<file path="src/sv/pks_pkg.sv">
// shared constants, codes and command/status types of the positional kernel smoother
package pks_pkg;

  localparam int MAX_TAPS_DEF     = 33;
  localparam int WINDOW_DEPTH_DEF = 32;

  localparam int DENS_W = 37;
  localparam int HW     = 6;

  localparam logic [1:0] ACT_LOAD   = 2'd0;
  localparam logic [1:0] ACT_SAMPLE = 2'd1;
  localparam logic [1:0] ACT_FLUSH  = 2'd2;

  localparam logic [1:0] ST_OK       = 2'd0;
  localparam logic [1:0] ST_UNSORTED = 2'd1;
  localparam logic [1:0] ST_OVERFLOW = 2'd2;

  localparam logic [1:0] RD_HEAD  = 2'd0;
  localparam logic [1:0] RD_BASE  = 2'd1;
  localparam logic [1:0] RD_ISSUE = 2'd2;

  typedef struct packed {
    logic       latch;
    logic       tap_wr;
    logic       rd_en;
    logic [1:0] rd_sel;
    logic       set_first;
    logic       drop;
    logic       head_inc;
    logic       evict_rec;
    logic       insert;
    logic       clear;
    logic       ld_pd;
    logic       iss;
    logic       res_load;
    logic       res_unsorted;
    logic       forced;
    logic       finish;
  } pks_cmd_t;

  typedef struct packed {
    logic [1:0] act;
    logic       head_lt;
    logic       head_cond;
    logic       drop_cond;
    logic       full;
    logic       head_zero;
    logic       unsorted;
    logic       issue_done;
    logic       pipe_empty;
    logic       out_free;
    logic       hold_v;
  } pks_sts_t;

endpackage

</file>
<file path="src/sv/pks_datapath.sv">
// window memory, kernel memory, multiply-accumulate pipeline and output registers
module pks_datapath #(
  parameter int MAX_TAPS     = pks_pkg::MAX_TAPS_DEF,
  parameter int WINDOW_DEPTH = pks_pkg::WINDOW_DEPTH_DEF
) (
  input  logic                         clk,
  input  logic                         rst_n,
  input  logic                         cfg_wr_en,
  input  logic [4:0]                   cfg_wr_data,
  input  logic [1:0]                   in_action,
  input  logic [5:0]                   in_tap_index,
  input  logic signed [15:0]           in_tap_value,
  input  logic signed [15:0]           in_sample_value,
  input  logic [31:0]                  in_sample_position,
  input  pks_pkg::pks_cmd_t            cmd,
  output pks_pkg::pks_sts_t            sts,
  output logic                         out_valid,
  input  logic                         out_stall,
  output logic signed [pks_pkg::DENS_W-1:0] out_density,
  output logic [31:0]                  out_sample_number,
  output logic [31:0]                  out_result_position,
  output logic [1:0]                   out_status,
  output logic                         out_last_of_run
);
  import pks_pkg::*;

  localparam int AW    = $clog2(WINDOW_DEPTH);
  localparam int CW    = $clog2(WINDOW_DEPTH + 1);
  localparam int TW    = $clog2(MAX_TAPS);
  localparam int HMAX  = (MAX_TAPS - 1) / 2;
  localparam int ACC_W = (33 + CW > DENS_W + 1) ? 33 + CW : DENS_W + 1;
  localparam logic signed [ACC_W-1:0] DMAX = ACC_W'({1'b0, {(DENS_W-1){1'b1}}});
  localparam logic signed [ACC_W-1:0] DMIN = ~DMAX;

  function automatic logic [AW-1:0] wrap(input logic [AW-1:0] b, input logic [CW-1:0] off);
    logic [AW:0] s;
    s = (AW+1)'(b) + (AW+1)'(off);
    if (s >= (AW+1)'(WINDOW_DEPTH)) s = s - (AW+1)'(WINDOW_DEPTH);
    return s[AW-1:0];
  endfunction

  logic [4:0]          hw_r;
  logic [HW-1:0]       h;
  logic [1:0]          act_r;
  logic [5:0]          tidx_r;
  logic signed [15:0]  tval_r, sval_r;
  logic [31:0]         spos_r;
  logic [CW-1:0]       count_r, head_r, i_r;
  logic [AW-1:0]       base_r;
  logic [31:0]         num_r, prev_r, first_r, pd_r, numd_r, ev_pos_r, ev_num_r;
  logic                started_r, ev_v_r, lost_r;
  logic                s1_v_r, s2_v_r, s3_v_r, s2_in_r;
  logic signed [15:0]  s2_val_r, tap_q, val_q;
  logic [31:0]         pos_q;
  logic signed [31:0]  prod_r;
  logic signed [ACC_W-1:0] acc_r;
  logic [15:0]         val_mem [WINDOW_DEPTH];
  logic [31:0]         pos_mem [WINDOW_DEPTH];
  logic signed [15:0]  kmem [MAX_TAPS];
  logic [AW-1:0]       rd_addr, wr_addr;
  logic [CW-1:0]       rd_off, dsel, age_d;
  logic signed [32:0]  diff, tsum;
  logic                in_rng, tap_ok;
  logic [TW-1:0]       taddr;
  logic signed [DENS_W-1:0] dens_sat, res_dens, hold_dens_r;
  logic [31:0]         res_num, res_pos, hold_num_r, hold_pos_r;
  logic [1:0]          res_st, hold_st_r;
  logic                hold_v_r, out_v_r;

  always_comb begin
    if (hw_r == 5'd0) h = HW'(1);
    else if (HW'(hw_r) > HW'(HMAX)) h = HW'(HMAX);
    else h = HW'(hw_r);
  end

  always_ff @(posedge clk) begin
    if (!rst_n) hw_r <= 5'd1;
    else if (cfg_wr_en) hw_r <= cfg_wr_data;
  end

  always_ff @(posedge clk) begin
    if (cmd.latch) begin
      act_r  <= in_action;
      tidx_r <= in_tap_index;
      tval_r <= in_tap_value;
      sval_r <= in_sample_value;
      spos_r <= in_sample_position;
    end
  end

  always_comb begin
    case (cmd.rd_sel)
      RD_HEAD:  rd_off = head_r;
      RD_BASE:  rd_off = '0;
      RD_ISSUE: rd_off = i_r;
      default:  rd_off = '0;
    endcase
    rd_addr = wrap(base_r, rd_off);
    wr_addr = wrap(base_r, count_r);
  end

  always_ff @(posedge clk) begin
    if (cmd.insert) begin
      val_mem[wr_addr] <= sval_r;
      pos_mem[wr_addr] <= spos_r;
    end
    if (cmd.rd_en) begin
      val_q <= val_mem[rd_addr];
      pos_q <= pos_mem[rd_addr];
    end
  end

  assign tap_ok = {1'b0, tidx_r} < 7'(MAX_TAPS);
  assign diff   = $signed({1'b0, pos_q}) - $signed({1'b0, pd_r});
  assign in_rng = (diff > -$signed(33'(h))) && (diff < $signed(33'(h)));
  assign tsum   = $signed(33'(h)) + diff;
  assign taddr  = tsum[TW-1:0];

  always_ff @(posedge clk) begin
    if (cmd.tap_wr && tap_ok) kmem[TW'(tidx_r)] <= tval_r;
    tap_q    <= kmem[taddr];
    s2_in_r  <= in_rng;
    s2_val_r <= val_q;
    prod_r   <= s2_in_r ? tap_q * s2_val_r : 32'sd0;
  end

  always_ff @(posedge clk) begin
    if (!rst_n) begin
      s1_v_r <= 1'b0;
      s2_v_r <= 1'b0;
      s3_v_r <= 1'b0;
    end else begin
      s1_v_r <= cmd.iss;
      s2_v_r <= s1_v_r;
      s3_v_r <= s2_v_r;
    end
  end

  always_ff @(posedge clk) begin
    if (cmd.ld_pd) acc_r <= '0;
    else if (s3_v_r) acc_r <= acc_r + ACC_W'(prod_r);
  end

  assign dsel  = cmd.forced ? '0 : head_r;
  assign age_d = count_r - dsel;

  always_ff @(posedge clk) begin
    if (cmd.ld_pd) begin
      pd_r   <= pos_q;
      numd_r <= num_r - 32'(count_r) + 32'(dsel);
      lost_r <= ev_v_r && ((num_r - ev_num_r) <= 32'(age_d)) &&
                ((33'(ev_pos_r) + 33'(h)) > 33'(pos_q));
    end
    if (cmd.set_first) first_r <= (head_r < count_r) ? pos_q : spos_r;
    if (cmd.evict_rec) begin
      ev_pos_r <= pos_q;
      ev_num_r <= num_r;
    end
  end

  always_ff @(posedge clk) begin
    if (!rst_n) begin
      count_r   <= '0;
      head_r    <= '0;
      base_r    <= '0;
      num_r     <= '0;
      prev_r    <= '0;
      started_r <= 1'b0;
      ev_v_r    <= 1'b0;
      i_r       <= '0;
    end else begin
      if (cmd.clear) begin
        count_r   <= '0;
        head_r    <= '0;
        base_r    <= '0;
        num_r     <= '0;
        prev_r    <= '0;
        started_r <= 1'b0;
        ev_v_r    <= 1'b0;
      end else begin
        if (cmd.drop) begin
          base_r  <= wrap(base_r, CW'(1));
          count_r <= count_r - CW'(1);
          if (head_r != '0) head_r <= head_r - CW'(1);
        end
        if (cmd.head_inc) head_r <= head_r + CW'(1);
        if (cmd.evict_rec) ev_v_r <= 1'b1;
        if (cmd.insert) begin
          count_r   <= count_r + CW'(1);
          num_r     <= num_r + 32'd1;
          prev_r    <= spos_r;
          started_r <= 1'b1;
        end
      end
      if (cmd.ld_pd) i_r <= '0;
      else if (cmd.iss) i_r <= i_r + CW'(1);
    end
  end

  always_comb begin
    if (acc_r > DMAX) dens_sat = DMAX[DENS_W-1:0];
    else if (acc_r < DMIN) dens_sat = DMIN[DENS_W-1:0];
    else dens_sat = acc_r[DENS_W-1:0];
    if (cmd.res_unsorted) begin
      res_dens = '0;
      res_num  = num_r;
      res_pos  = spos_r;
      res_st   = ST_UNSORTED;
    end else begin
      res_dens = dens_sat;
      res_num  = numd_r;
      res_pos  = pd_r;
      res_st   = (cmd.forced || lost_r) ? ST_OVERFLOW : ST_OK;
    end
  end

  always_ff @(posedge clk) begin
    if (cmd.res_load) begin
      hold_dens_r <= res_dens;
      hold_num_r  <= res_num;
      hold_pos_r  <= res_pos;
      hold_st_r   <= res_st;
    end
    if ((cmd.res_load && hold_v_r) || cmd.finish) begin
      out_density         <= hold_dens_r;
      out_sample_number   <= hold_num_r;
      out_result_position <= hold_pos_r;
      out_status          <= hold_st_r;
      out_last_of_run     <= cmd.finish;
    end
  end

  always_ff @(posedge clk) begin
    if (!rst_n) begin
      hold_v_r <= 1'b0;
      out_v_r  <= 1'b0;
    end else begin
      if (cmd.res_load) hold_v_r <= 1'b1;
      else if (cmd.finish) hold_v_r <= 1'b0;
      if ((cmd.res_load && hold_v_r) || cmd.finish) out_v_r <= 1'b1;
      else if (!out_stall) out_v_r <= 1'b0;
    end
  end

  assign out_valid = out_v_r;

  always_comb begin
    sts.act        = act_r;
    sts.head_lt    = head_r < count_r;
    sts.head_cond  = (33'(pos_q) + 33'(h)) <= 33'(spos_r);
    sts.drop_cond  = (head_r != '0) && ((33'(pos_q) + 33'(h)) <= 33'(first_r));
    sts.full       = count_r >= CW'(WINDOW_DEPTH);
    sts.head_zero  = head_r == '0;
    sts.unsorted   = started_r && (spos_r < prev_r);
    sts.issue_done = i_r == count_r;
    sts.pipe_empty = !s1_v_r && !s2_v_r && !s3_v_r;
    sts.out_free   = !out_v_r || !out_stall;
    sts.hold_v     = hold_v_r;
  end

`ifndef SYNTHESIS
  a_head_le_count: assert property (@(posedge clk) disable iff (!rst_n)
    head_r <= count_r) else $error("pending head beyond window count");
  a_count_le_depth: assert property (@(posedge clk) disable iff (!rst_n)
    count_r <= CW'(WINDOW_DEPTH)) else $error("window count beyond depth");
  a_finish_pushes: assert property (@(posedge clk) disable iff (!rst_n)
    cmd.finish |=> !hold_v_r && out_v_r) else $error("final word not pushed");
  a_pipe_order: assert property (@(posedge clk) disable iff (!rst_n)
    s3_v_r |-> $past(s2_v_r)) else $error("mac pipeline out of order");
`endif

endmodule

</file>
<file path="src/sv/pks_ctrl.sv">
// controller state machine sequencing retire, drop, eviction, weighing and output
module pks_ctrl (
  input  logic              clk,
  input  logic              rst_n,
  input  logic              in_valid,
  output logic              in_stall,
  input  pks_pkg::pks_sts_t sts,
  output pks_pkg::pks_cmd_t cmd
);
  import pks_pkg::*;

  localparam logic [3:0] S_IDLE = 4'd0;
  localparam logic [3:0] S_DISP = 4'd1;
  localparam logic [3:0] S_URES = 4'd2;
  localparam logic [3:0] S_HRD  = 4'd3;
  localparam logic [3:0] S_HCHK = 4'd4;
  localparam logic [3:0] S_DRD  = 4'd5;
  localparam logic [3:0] S_DCHK = 4'd6;
  localparam logic [3:0] S_ERD  = 4'd7;
  localparam logic [3:0] S_EPD  = 4'd8;
  localparam logic [3:0] S_EISS = 4'd9;
  localparam logic [3:0] S_EDRN = 4'd10;
  localparam logic [3:0] S_ERES = 4'd11;
  localparam logic [3:0] S_INS  = 4'd12;
  localparam logic [3:0] S_FIN  = 4'd13;

  logic [3:0] state_r, state_nxt;
  logic       forced_r, forced_nxt;
  logic       flush;

  assign flush    = sts.act == ACT_FLUSH;
  assign in_stall = state_r != S_IDLE;

  always_comb begin
    state_nxt  = state_r;
    forced_nxt = forced_r;
    cmd        = '0;
    cmd.forced = forced_r;
    case (state_r)
      S_IDLE: begin
        if (in_valid) begin
          cmd.latch = 1'b1;
          state_nxt = S_DISP;
        end
      end
      S_DISP: begin
        case (sts.act)
          ACT_LOAD: begin
            cmd.tap_wr = 1'b1;
            state_nxt  = S_IDLE;
          end
          ACT_SAMPLE: state_nxt = sts.unsorted ? S_URES : S_HRD;
          ACT_FLUSH:  state_nxt = S_HRD;
          default:    state_nxt = S_IDLE;
        endcase
      end
      S_URES: begin
        if (sts.out_free) begin
          cmd.res_load     = 1'b1;
          cmd.res_unsorted = 1'b1;
          state_nxt        = S_FIN;
        end
      end
      S_HRD: begin
        if (sts.head_lt) begin
          cmd.rd_en  = 1'b1;
          cmd.rd_sel = RD_HEAD;
          state_nxt  = S_HCHK;
        end else if (flush) begin
          cmd.clear = 1'b1;
          state_nxt = S_FIN;
        end else begin
          cmd.set_first = 1'b1;
          state_nxt     = S_DRD;
        end
      end
      S_HCHK: begin
        if (flush || sts.head_cond) begin
          forced_nxt = 1'b0;
          state_nxt  = S_ERD;
        end else begin
          cmd.set_first = 1'b1;
          state_nxt     = S_DRD;
        end
      end
      S_DRD: begin
        cmd.rd_en  = 1'b1;
        cmd.rd_sel = RD_BASE;
        state_nxt  = S_DCHK;
      end
      S_DCHK: begin
        if (sts.drop_cond) begin
          cmd.drop  = 1'b1;
          state_nxt = S_DRD;
        end else if (sts.full) begin
          cmd.evict_rec = 1'b1;
          if (sts.head_zero) begin
            forced_nxt = 1'b1;
            state_nxt  = S_ERD;
          end else begin
            cmd.drop  = 1'b1;
            state_nxt = S_INS;
          end
        end else begin
          state_nxt = S_INS;
        end
      end
      S_ERD: begin
        cmd.rd_en  = 1'b1;
        cmd.rd_sel = forced_r ? RD_BASE : RD_HEAD;
        state_nxt  = S_EPD;
      end
      S_EPD: begin
        cmd.ld_pd = 1'b1;
        state_nxt = S_EISS;
      end
      S_EISS: begin
        if (!sts.issue_done) begin
          cmd.iss    = 1'b1;
          cmd.rd_en  = 1'b1;
          cmd.rd_sel = RD_ISSUE;
        end else begin
          state_nxt = S_EDRN;
        end
      end
      S_EDRN: begin
        if (sts.pipe_empty) state_nxt = S_ERES;
      end
      S_ERES: begin
        if (sts.out_free) begin
          cmd.res_load = 1'b1;
          if (forced_r) begin
            cmd.drop  = 1'b1;
            state_nxt = S_INS;
          end else begin
            cmd.head_inc = 1'b1;
            state_nxt    = S_HRD;
          end
        end
      end
      S_INS: begin
        cmd.insert = 1'b1;
        state_nxt  = S_FIN;
      end
      S_FIN: begin
        if (!sts.hold_v) begin
          state_nxt = S_IDLE;
        end else if (sts.out_free) begin
          cmd.finish = 1'b1;
          state_nxt  = S_IDLE;
        end
      end
      default: state_nxt = S_IDLE;
    endcase
  end

  always_ff @(posedge clk) begin
    if (!rst_n) begin
      state_r  <= S_IDLE;
      forced_r <= 1'b0;
    end else begin
      state_r  <= state_nxt;
      forced_r <= forced_nxt;
    end
  end

`ifndef SYNTHESIS
  a_accept_idle: assert property (@(posedge clk) disable iff (!rst_n)
    (in_valid && !in_stall) |=> state_r == S_DISP) else $error("accepted word not decoded");
  a_one_push: assert property (@(posedge clk) disable iff (!rst_n)
    !(cmd.res_load && cmd.finish)) else $error("result load and finish together");
  a_push_free: assert property (@(posedge clk) disable iff (!rst_n)
    (cmd.res_load || cmd.finish) |-> sts.out_free) else $error("push into busy output");
`endif

endmodule

</file>
<file path="src/sv/positional_kernel_smoother_top.sv">
// positional kernel smoother: top level joining controller and datapath
//
// input words carry an action: load a kernel tap, a sample, or a flush.
// taps are loaded first; samples then arrive in nondecreasing position.
// each result word gives density, sample number, position, status and a
// last_of_run flag on the final word caused by one input word.
// cfg_wr_en with cfg_wr_data sets half_width; write only while idle.
// one input word is taken at a time; in_stall is low only when idle.
// each result weighs the whole window, read through the single read port
// of the window memory, which feeds one multiplier.
// a flush emits every pending result, then clears the series.
// results pass through a hold register and an output register; out_stall
// holds the output word, and a finished result waits in the block until
// the output register is free or being taken.
// reset (rst_n low, synchronous) clears the window, counters and output;
// kernel taps and window contents stay undefined until written.
module positional_kernel_smoother_top #(
  parameter int MAX_TAPS     = pks_pkg::MAX_TAPS_DEF,
  parameter int WINDOW_DEPTH = pks_pkg::WINDOW_DEPTH_DEF
) (
  input  logic                              clk,
  input  logic                              rst_n,
  input  logic                              cfg_wr_en,
  input  logic [4:0]                        cfg_wr_data,
  input  logic                              in_valid,
  output logic                              in_stall,
  input  logic [1:0]                        in_action,
  input  logic [5:0]                        in_tap_index,
  input  logic signed [15:0]                in_tap_value,
  input  logic signed [15:0]                in_sample_value,
  input  logic [31:0]                       in_sample_position,
  output logic                              out_valid,
  input  logic                              out_stall,
  output logic signed [pks_pkg::DENS_W-1:0] out_density,
  output logic [31:0]                       out_sample_number,
  output logic [31:0]                       out_result_position,
  output logic [1:0]                        out_status,
  output logic                              out_last_of_run
);
  import pks_pkg::*;

  pks_cmd_t cmd;
  pks_sts_t sts;

  pks_ctrl u_ctrl (
    .clk      (clk),
    .rst_n    (rst_n),
    .in_valid (in_valid),
    .in_stall (in_stall),
    .sts      (sts),
    .cmd      (cmd)
  );

  pks_datapath #(
    .MAX_TAPS     (MAX_TAPS),
    .WINDOW_DEPTH (WINDOW_DEPTH)
  ) u_dp (
    .clk                 (clk),
    .rst_n               (rst_n),
    .cfg_wr_en           (cfg_wr_en),
    .cfg_wr_data         (cfg_wr_data),
    .in_action           (in_action),
    .in_tap_index        (in_tap_index),
    .in_tap_value        (in_tap_value),
    .in_sample_value     (in_sample_value),
    .in_sample_position  (in_sample_position),
    .cmd                 (cmd),
    .sts                 (sts),
    .out_valid           (out_valid),
    .out_stall           (out_stall),
    .out_density         (out_density),
    .out_sample_number   (out_sample_number),
    .out_result_position (out_result_position),
    .out_status          (out_status),
    .out_last_of_run     (out_last_of_run)
  );

endmodule
</file>
<file path="config.mk">
export PLATFORM = sky130hd
export DESIGN_NAME = positional_kernel_smoother_top
export DESIGN_NICKNAME = d
export VERILOG_FILES = /design/src/sv/pks_pkg.sv /design/src/sv/pks_datapath.sv /design/src/sv/pks_ctrl.sv /design/src/sv/positional_kernel_smoother_top.sv
export SDC_FILE = /design/constraint.sdc
export NUM_CORES = 2
export LEC_CHECK = 0
export BUFFER_PORTS_ARGS = -buffer_cell sky130_fd_sc_hd__buf_2
export CORE_MARGIN = 2
export CORE_UTILIZATION = 45
export CTS_BUF_LIST = sky130_fd_sc_hd__clkbuf_2 sky130_fd_sc_hd__clkbuf_4 sky130_fd_sc_hd__clkbuf_8
export CTS_CLUSTER_SIZE = 40
export DETAILED_ROUTE_END_ITERATION = 16
export PLACE_DENSITY = 0.61
export SYNTH_ARGS = -nofsm -noshare
export SYNTH_HDL_FRONTEND = slang
export SYNTH_HIERARCHICAL = 1
export SYNTH_SLANG_ARGS = --single-unit
</file>
<file path="constraint.sdc">
create_clock -name clk -period 8.7 [get_ports clk]
set_input_delay 0.435 -clock clk [delete_from_list [all_inputs] [get_ports clk]]
set_output_delay 0.435 -clock clk [all_outputs]
set_load 0.02 [all_outputs]
</file>
Yosys cells after proc, flatten, opt, wreduce, memory -nomap -nowiden
Memory sizes are Yosys's and may differ from the RTL's. A register that Yosys moved wholly into a read port is not among the register bits.
Cells that the tools add are included.

storage, ports and cells
  register bits after elaboration = 632
  memory bits (writable) = 2064
  input bits = 82
  memories = 3

operators by class
  $add $sub $neg = 22
  multiply operators = 1
  magnitude comparators = 16
  equality and inequality tests = 28
  mux-type cells = 84
  bitwise operators = 1
  reduce and logical (&&, ||, !) cells = 36

memory list
  memory        words  bits a word  read ports  clocked after memory_dff  write ports  RTL line            source
  u_dp.pos_mem  32     32           1           1                         1            pks_datapath.sv:58  logic [31:0] pos_mem [WINDOW_DEPTH];
  u_dp.kmem     33     16           1           1                         1            pks_datapath.sv:59  logic signed [15:0] kmem [MAX_TAPS];
  u_dp.val_mem  32     16           1           1                         1            pks_datapath.sv:57  logic [15:0] val_mem [WINDOW_DEPTH];

operators with widths
  operator               count
  $mux 32                3
  $add 32x6->33          2
  $le 33x32->1           2
  $pmux 4 s14            1
  $mux 4                 13
  $mux 6                 7
  $mux 1                 41
  $add 39x32->39         1
  $gt 39x37->1 const B   1
  $lt 39x37->1 const B   1
  $mux 37                1
  $mux 36                1
  $gt 33x32->1           1
  $gt 33x33->1           1
  $lt 33x7->1            1
  $neg 6->33             1
  $sub 32x32->33         1
  $add 32x1->32 const B  1
  $add 32x6->32          1
  $le 32x6->1            1
  $lt 32x32->1           1
  $mul 16x16->32         1
  $sub 32x32->32         1
  $sub 32x6->32          1
  other kinds (43)       102

Logic depth before layout (Yosys ltp)
  depth in word-level cells = 10
  depth in mapped cells = 30
  depth with buffers taken out = 29

Modules after synthesis
The synthesis kept the hierarchy.

modules (own cells, without submodules)
  module        instances  cells each  area each (um^2)
  pks_datapath  1          7407        124504.4
  pks_ctrl      1          105         753.2

Worst setup path after synthesis
Ideal clock, no wire load.

  path kind = register to register
  from = reg u_ctrl.state_r[3]
  to = reg u_dp/out_density[0] (netlist bit), enable pin
  library setup time = 0.456 ns
  arrival = 8.787 ns
  data required time = 8.244 ns
  path slack = -0.543 ns
  cell stages (with the launch flop) = 8
  path buffers = 2
  clock period less this slack = 9.243 ns
  path through = dfxtp_1 > buf_2 > buf_1 > nor2_1 > inv_1 > a21oi_1 > a21oi_1 > inv_1

RTL lines
  what                    RTL line             source
  start, declared         pks_ctrl.sv:27       logic [3:0] state_r, state_nxt;
  start signal, assigned  pks_ctrl.sv:162      state_r <= state_nxt;
  end signal, assigned    pks_datapath.sv:225  out_density <= hold_dens_r;
  end, declared           pks_datapath.sv:19   output logic signed [pks_pkg::DENS_W-1:0] out_density,

==> flow_metrics.env <==
export IMPL_arrival_ns=7.64
export IMPL_hpwlAfterDp_um=186000
export IMPL_drt_wl_total_um=306000
export IMPL_cts_setup_buffers=0
export IMPL_crit_top_cell="a21oi_1"
export IMPL_clk_latency_ns=1.10
export IMPL_cpMaxStageDelayCell="a2111oi_0"
export IMPL_route_vias_total=68405
export IMPL_finClkSkew_ns=0.108
export IMPL_status="complete, no violations"
export IMPL_cap_violations=0
export IMPL_rsz0062_at_grt="no"
export IMPL_grt_ovfl_total=0
export IMPL_drtIter0Drc=6427
export IMPL_clock_path_buffers=4
export IMPL_finalCriticalPeriod_ns=6.95
export IMPL_die_area_um2=283000
export IMPL_netlist_area_um2=125000
export IMPL_clkTransAtPathRegs_ns=0.07
export IMPL_worst_setup_path_end_kind="flop"
export IMPL_crit_required_ns=9.39
export IMPL_antenna_left=0
export IMPL_yosys_cell_types_count=88
export IMPL_wl_per_cell_um=25.0
export IMPL_netlist_instances=7512
export IMPL_grt_max_degree=120
export IMPL_drv_slew=0
export IMPL_async_flop_share_pct=0
export IMPL_initial_core_util_pct=45.3
export IMPL_nNetsFinal=9001
export IMPL_synth_edf_count=2552
export IMPL_syn2layout_area_growth_pct=13.2
export IMPL_finalSetupViolCount=0
export IMPL_cts_tree="built"
export IMPL_max_stage_delay_ns=0.62
export IMPL_gp_congestion=0.868
export IMPL_setup_tns_ns=0
export IMPL_final_cell_mix="2552 x edfxtp_1, 640 x mux4_2, 607 x inv_1"
export IMPL_drc=0
export IMPL_clock_fmax_mhz=144
export IMPL_pin_count=188
export IMPL_cts_buffers=446
export IMPL_grt_pass1_vias=70193
export IMPL_synthFlopType="edfxtp_1"
export IMPL_grt_pass1_wl_um=455000
export IMPL_fp_dieW_um=532
export IMPL_portBuffers=187
export IMPL_slew_headroom_pct=17.2
export IMPL_ys_seq_elements=2760
export IMPL_root_buffer="clkbuf_8"
export IMPL_hold_class="input pin to flop"
export IMPL_ys_warn_count=6
export IMPL_clock_sinks=2760
export IMPL_hold_viol=0
export IMPL_synth_top_cell_area_share_pct=61.2
export IMPL_path_class="flop to flop"
export IMPL_post_route_period_util_pct=79.9
export IMPL_cp_max_fo=65
export IMPL_grt_usage_pct=21.4
export IMPL_drive_above_1_share_pct=21.9
export IMPL_final_common_cell="edfxtp_1"
export IMPL_yosys_area_top_type="edfxtp_1"
export IMPL_die_h_um=532
export IMPL_ys_seq_area_share_pct=64.5
export IMPL_syn_avg_cell_area_um2=16.7
export IMPL_n_fill_cell=22713
export IMPL_grt_antenna_before_repair=17
export IMPL_vias_per_cell=5.59
export IMPL_row_count=193
export IMPL_coreArea_um2=277000
export IMPL_ctsHtreeMaxLevel=5
export IMPL_first_pass_iters=6
export IMPL_worst_pin_slew_ns=1.24
export IMPL_start_kind="flop"
export IMPL_ys_top_cells_by_area="edfxtp_1 61%, mux4_2 12%, ha_1 4.6%"
[synthesized netlist by cell type (14+ instances only)]
master / instances
inv_1: 608
a31oi_1: 14
o21a_1: 79
nor2_1: 374
nor3_1: 50
dfxtp_1: 208
clkbuf_1: 211
nand2b_1: 48
or3_1: 15
o31ai_1: 14
buf_1: 31
edfxtp_1: 2552
a21oi_1: 199
o21bai_1: 21
nor2b_1: 51
o21ai_0: 170
a211oi_1: 30
nor4_1: 18
a21o_1: 110
nand4_1: 65
fa_1: 279
ha_1: 459
and3_1: 34
mux4_2: 640
xnor2_1: 212
xor2_1: 61
mux2i_1: 91
mux2_2: 86
nand2_1: 359
nand3_1: 73
and2_1: 151
[metal layers]
metal | vias up | global-route usage [%] | wire length (um)
met4 | 0 | 4.73 | 5630
met1 | 35781 | 30.8 | 135000
met2 | 2158 | 34.7 | 146000
met3 | 429 | 3.26 | 19400
met5 | - | 0 | 0
li1 | 30037 | - | -
[cell type report]
type / instances / area (um2) / share of cell area (%)
Sequential cell: 2760 / 80800 / 57.0
Multi-Input combinational cell: 3897 / 41600 / 29.4
Clock buffer: 622 / 7540 / 5.32
Tap cell: 3705 / 4640 / 3.27
Timing Repair Buffer: 467 / 3490 / 2.46
Inverter: 609 / 2290 / 1.61
Clock inverter: 183 / 1420 / 1.00
Antenna cell: 4 / 10.0 / 0.00706
[path summary, 6_finish.rpt]
check	from	to	slack (ns)	depth (start not counted)
max	u_dp/hw_r[4]$_SDFFE_PN0P_	u_dp/ev_pos_r[30]$_DFFE_PP_	1.75	25
min	in_valid	u_ctrl/state_r[2]$_SDFFE_PN0P_	0.11	6
max reg2reg	u_dp/hw_r[4]$_SDFFE_PN0P_	u_dp/ev_pos_r[30]$_DFFE_PP_	1.75	25
min reg2reg	u_dp/val_q[10]$_DFFE_PP_	u_dp/s2_val_r[10]$_DFF_P_	0.33	0
[stage by stage]
| stage | std cells | setup slack (ns) | cell area, um2 | utilization, % | hold WS (ns) |
|---|---|---|---|---|---|
| floorplan | 7525 | 1.92 | 125000 | - | 0.323 |
| global placement | 11316 | 1.92 | 132000 | 47.6 | 0.328 |
| detailed placement | 11316 | 1.72 | 132000 | 47.6 | 0.327 |
| CTS | 12243 | 1.74 | 142000 | 51.2 | 0.000862 |
| global route | 12246 | 1.41 | 142000 | 51.2 | 0.0542 |
| finish | 12247 | 1.75 | 142000 | 51.2 | 0.111 |
[registers in the layout, indices dropped and copies added, names as in the netlist, 37 cells and up]
register / cells
u_dp/kmem: 528
u_dp/hold_dens_r: 37
u_dp/val_mem: 512
u_dp/pos_mem: 1024
u_dp/acc_r: 39
u_dp/out_density: 37
[critical path, delay by kind of cell (launching register included)]
kind	cells	cell delay, ns
DFF	1	0.50
buffers and inverters	3	0.71
xor gates and xnor gates	1	0.22
AOI/OAI and AO/OA	9	2.23
and+or+nand+nor	10	2.28
adders and majority gates	2	0.57
[repair_timing]
action | in CTS | in global routing
hold endpoints to repair | 94 | 0
gates resized for setup | 0 | 0
hold buffers | 122 | 0
[cell families after synthesis]
group           share of synthesized area [%]
flops                                    64.5
simple gates                             4.97
buf+inv                                  2.63
mux                                      13.0
compound gates                           3.93
fa+ha+maj                                9.04
xor+xnor                                 1.91
other cells                           0.00299
Power is left out: the tool's default activity adds up to more than one toggle a clock period on the data nets, which glitch-free logic cannot reach.
